$ cat src/sv/gcmb_pkg.sv
package gcmb_pkg;

   // block geometry
   localparam int SLOT_BYTES  = 16;
   localparam int BLOCK_SLOTS = 4096;
   localparam int WORD_BITS   = 64;
   localparam int MAP_WORDS   = BLOCK_SLOTS / WORD_BITS;
   localparam int WIDX_W      = $clog2(MAP_WORDS);
   localparam int BIDX_W      = $clog2(WORD_BITS);
   localparam int SLOT_W      = WIDX_W + BIDX_W;
   localparam int SCNT_W      = SLOT_W + 1;
   localparam int SHIFT       = $clog2(SLOT_BYTES);

   localparam logic [16:0] BLOCK_BYTES = 17'(BLOCK_SLOTS * SLOT_BYTES);
   localparam logic [16:0] USED_RESET  = 17'd65536;

   // operation codes
   typedef enum logic [2:0] {
      OP_NEW_CYCLE = 3'd0,
      OP_RECORD    = 3'd1,
      OP_MARK      = 3'd2,
      OP_TEST      = 3'd3,
      OP_RANGE     = 3'd4,
      OP_SWEEP     = 3'd5
   } op_type;

   typedef struct packed {
      logic [2:0]  operation;
      logic [15:0] offset;
      logic [16:0] end_offset;
   } req_type;

   typedef struct packed {
      logic        hit;
      logic [15:0] cell_offset;
      logic [16:0] cell_size;
      logic        sweep_done;
   } rsp_type;

   // control of one bitmap memory
   typedef struct packed {
      logic              rd_en;
      logic [WIDX_W-1:0] rd_addr;
      logic              wr_en;
      logic [WIDX_W-1:0] wr_addr;
      logic              clear;
   } map_ctl_type;

   typedef enum logic [1:0] {
      ST_IDLE,
      ST_ISSUE,
      ST_EVAL,
      ST_HOLD
   } state_type;

   // sweep step phases
   typedef enum logic [1:0] {
      PH_FIRST,
      PH_NEXT,
      PH_MARKS
   } phase_type;

endpackage

$ cat src/sv/gcmb_map_ram.sv
module gcmb_map_ram import gcmb_pkg::*; (
   input  logic                 clock,
   input  logic                 reset,
   input  map_ctl_type          ctl,
   input  logic [WORD_BITS-1:0] wr_data,
   output logic [WORD_BITS-1:0] rd_data
);

   logic [WORD_BITS-1:0] mem [MAP_WORDS];
   logic [WORD_BITS-1:0] q_ff;
   logic [MAP_WORDS-1:0] vld_ff;
   logic [MAP_WORDS-1:0] vld_in;
   logic                 qv_ff;

   // word storage, one write and one registered read
   always_ff @(posedge clock) begin
      if (ctl.wr_en) begin
         mem[ctl.wr_addr] <= wr_data;
      end
      if (ctl.rd_en) begin
         q_ff <= mem[ctl.rd_addr];
      end
   end

   // row valid bits, a row never written reads as zero
   always_comb begin
      vld_in = vld_ff;
      if (ctl.clear) begin
         vld_in = '0;
      end else if (ctl.wr_en) begin
         vld_in[ctl.wr_addr] = 1'b1;
      end
   end

   always_ff @(posedge clock) begin
      if (reset) begin
         vld_ff <= '0;
         qv_ff  <= 1'b0;
      end else begin
         vld_ff <= vld_in;
         if (ctl.rd_en) begin
            qv_ff <= vld_ff[ctl.rd_addr];
         end
      end
   end

   assign rd_data = qv_ff ? q_ff : '0;

endmodule
$ cat config.mk
export PLATFORM = sky130hd
export DESIGN_NAME = gcmb_map_ram
export DESIGN_NICKNAME = d
export VERILOG_FILES = /design/src/sv/gcmb_pkg.sv /design/src/sv/gcmb_map_ram.sv
export SDC_FILE = /design/constraint.sdc
export NUM_CORES = 2
export LEC_CHECK = 0
export BUFFER_PORTS_ARGS = -buffer_cell sky130_fd_sc_hd__buf_2
export CORE_AREA = 4 4 735 555
export CTS_BUF_LIST = sky130_fd_sc_hd__clkbuf_4 sky130_fd_sc_hd__clkbuf_8 sky130_fd_sc_hd__clkbuf_16
export CTS_CLUSTER_DIAMETER = 40
export DETAILED_ROUTE_END_ITERATION = 10
export DIE_AREA = 0 0 739 559
export GPL_ROUTABILITY_DRIVEN = 0
export SLEW_MARGIN = 25
export SYNTH_ARGS = -nofsm -noshare
export SYNTH_HDL_FRONTEND = slang
export SYNTH_SLANG_ARGS = --single-unit
$ cat constraint.sdc
create_clock -name clock -period 7.7 [get_ports clock]
set_clock_uncertainty 0.15 [all_clocks]
set_input_delay 0.385 -clock clock [delete_from_list [all_inputs] [get_ports clock]]
set_output_delay 0.385 -clock clock [all_outputs]
set_load 0.01 [all_outputs]
==> results.sh <==
export IMPL_syn_nets=6250
export IMPL_grt_use_total_pct=21.47
export IMPL_synth_flop_cell="edfxtp_1"
export IMPL_powerDensity_nw_per_um2=266.4
export IMPL_yosysSeqAreaShare_pct=79.06
export IMPL_core_region_area_sq_um=401400
export IMPL_cts_buffers=429
export IMPL_port_buffer_count=144
export IMPL_grt_ovfl_total=0
export IMPL_die_h_microns=559
export IMPL_synth_edff_count=4160
export IMPL_power_frac_clock_pct=43.5
export IMPL_drt_iter0_drc=11740
export IMPL_drcViolationCount=0
export IMPL_h_tree_depth=5
export IMPL_cts_sinks=4225
export IMPL_antenna_left=0
export IMPL_grt_pass1_wl_mm=619.2
export IMPL_drtPass1Iterations=6
export IMPL_async_flop_share_pct=0
export IMPL_switching_share_pct=21.14
export IMPL_netlist_instances=6169
export IMPL_dp_hpwl_mm=218.2
export IMPL_start_util_pct=39.78
export IMPL_p_leak_nw=56.46
export IMPL_switching_power_mw=10.35
export IMPL_netlist_area_leader_share_pct=78.24
export IMPL_setup_tns_ns=0
export IMPL_critPathKind="reg2out"
export IMPL_synth_area_per_cell_sq_um=25.88
export IMPL_wirelength_mm=451.0
export IMPL_num_rows=202
export IMPL_worstPathArrival_ns=3.32
export IMPL_p_int_mw=38.60
export IMPL_ys_ff_latch=4225
export IMPL_grt_antenna_before_repair=39
export IMPL_critPathLaunchType="flop"
export IMPL_synth_area_leaders="edfxtp_1 78%, mux4_2 19%, dfxtp_1 0.82%"
export IMPL_cp_required_ns=7.16
export IMPL_cts_root_buf="clkbuf_16"
export IMPL_die_area_sq_um=413100
export IMPL_syn_cell_area_sq_um=159700
export IMPL_yosysTopAreaCell="edfxtp_1"
export IMPL_path_clk_slew_ns=0.06
export IMPL_crit_path_start="qv_ff$_SDFFE_PP0P_"
export IMPL_synth_warnings=0
export IMPL_rsz0062_at_grt="no"
export IMPL_worstReg2RegStart="mem[5][62]$_DFFE_PP_"
export IMPL_grt_pass1_vias=73770
export IMPL_worstHoldStart="wr_data[36]"
export IMPL_yosysUniqueCellTypes=32
export IMPL_grt_max_degree=143
export IMPL_clockBufferDepth=4
export IMPL_slew_violations=0
export IMPL_cts_tree="yes"
export IMPL_wire_per_inst_microns=36.48
export IMPL_finalCritPeriodShare_pct=50.07
export IMPL_drv_cap=0
export IMPL_nNetsFinal=6768
export IMPL_p_comb_share_pct=4.3
export IMPL_tightest_slew_ns=1.191
export IMPL_outcome="finished clean"
export IMPL_whs_ns=0.05322
export IMPL_max_freq_mhz=259.4
export IMPL_slew_limit_headroom_pct=20.57
export IMPL_ir_drop_v=0.0002102
export IMPL_clk_insertion_delay_late_ns=0.94
export IMPL_fin_crit_ns=3.855
export IMPL_hold_class="in2reg"
export IMPL_cts_repair_resized=0
export IMPL_vias_per_cell=6.150
export IMPL_dr_total_vias=76040
export IMPL_die_w_microns=739
export IMPL_cp_end_kind="output pin"
export IMPL_syn_to_final_growth_pct=15.07
export IMPL_hold_viol_final=0
export IMPL_path_max_fanout=54
export IMPL_finalSetupViolations=0
export IMPL_seq_power_share_pct=52.2
export IMPL_ios=145
export IMPL_drive_gt1_share_pct=35.39
## stage by stage
step | setup slack (ns) | instance area (sq um) | utilization (%) | std cells | total power [mW]
global placement | 3.615 | 168000 | 41.86 | 11470 | 28.07
detailed placement | 3.566 | 168300 | 41.94 | 11490 | 28.12
CTS | 3.806 | 183200 | 45.65 | 12320 | 49.26
global route | 3.788 | 183700 | 45.76 | 12350 | 50.44
floorplan | 1.718 | 159700 | - | 6169 | 27.22
finish | 3.845 | 183700 | 45.77 | 12360 | 48.95
## path summary, 6_finish.rpt
kind                                           endpoint  slack (ns)  cells past startpoint
worst min register to register  vld_ff[52]$_SDFFE_PP0P_        0.31                      1
worst max-delay path                         rd_data[4]        3.84                      3
worst min-delay path              mem[42][36]$_DFFE_PP_        0.05                      1
worst max register to register       q_ff[62]$_DFFE_PP_        5.24                      3
## worst max-delay path, cell delays in order (launching register included)
cell and delay (ns):
dfxtp_4 0.68, buf_4 0.85, and2_1 0.59, buf_2 0.24
## power groups by stage
stage / clock network, mW / logic [mW] / registers (mW)
after floorplan: 0 / 1.24 / 26.0
after global placement: 0 / 2.04 / 26.0
after detailed placement: 0 / 2.08 / 26.0
after CTS: 21.6 / 2.11 / 25.5
after global routing: 22.7 / 2.24 / 25.5
final: 21.3 / 2.12 / 25.5
## area by class of cell
class / count / area (sq um)
fill: 32460 / 217600
sequential: 4225 / 126200
multi-input combinational: 1617 / 32570
clock buffer: 485 / 11190
tap: 5304 / 6636
timing repair buffer: 412 / 3811
clock inverter: 298 / 3229
antenna: 20 / 50.05
inverter: 2 / 7.507
## per-layer routing
layer  vias to the layer above  GRT usage [%]  part of all wire [%]  routed length [microns]
li1                      28250              -                     -                        -
met1                     42220          32.71                    41                   186500
met2                      4827          31.50                    45                   201000
met3                       738          4.911                    11                    51830
met4                         6          5.189                   2.6                    11650
met5                         -              0                0.0084                       38
## sequential cells by signal, summed over array words and instances (netlist names)
name    cells
mem      4096
q_ff       64
vld_ff     64
qv_ff       1
## cell usage in the layout (no fill, tap or decap), drive strengths merged
cell type / n
edfxtp: 4160
mux4: 1356
clkbuf: 486
buf: 345
clkinv: 159
dlygate4sd3: 66
dfxtp: 65
nor2: 65
and2: 64
o21a: 64
bufinv: 49
inv: 49
clkinvlp: 43
diode: 20
nor2b: 12
nand3: 9
nand2: 9
nand2b: 5
nor3: 5
mux2i: 4
nand4: 3
nand3b: 2
a21oi: 2
a211oi: 2
mux2: 2
o22ai: 2
a22oi: 2
a31oi: 2
nor4: 2
or3: 1
o31ai: 1
a311oi: 1
a22o: 1
o41ai: 1
## kinds of logic (layout without fill, tap and decap cells)
kind of cell / after synthesis / count (layout) / share of synthesized area (%)
muxes: 1362 / 1362 / 19.17
DFF: 4225 / 4225 / 79.06
other: 0 / 20 / 0
AOI/OAI and AO/OA: 78 / 78 / 0.3628
and+or+nand+nor: 177 / 177 / 0.5682
buffers and inverters: 327 / 1197 / 0.8432
## synth_stat cells (9+ instances only)
| cell type | count |
|---|---|
| mux4_2 | 1356 |
| and2_1 | 64 |
| buf_2 | 83 |
| clkbuf_1 | 176 |
| nor2b_1 | 12 |
| nor2_1 | 65 |
| dfxtp_1 | 65 |
| nand2_1 | 9 |
| nand3_1 | 9 |
| buf_1 | 63 |
| o21a_1 | 64 |
| edfxtp_1 | 4160 |
## timing repair
| item | CTS | global route |
|---|---|---|
| setup buffers | 0 | 0 |
| hold endpoints to repair | 2189 | 1280 |
| hold buffers | 46 | 20 |
Power figures use the tool's default switching activity.
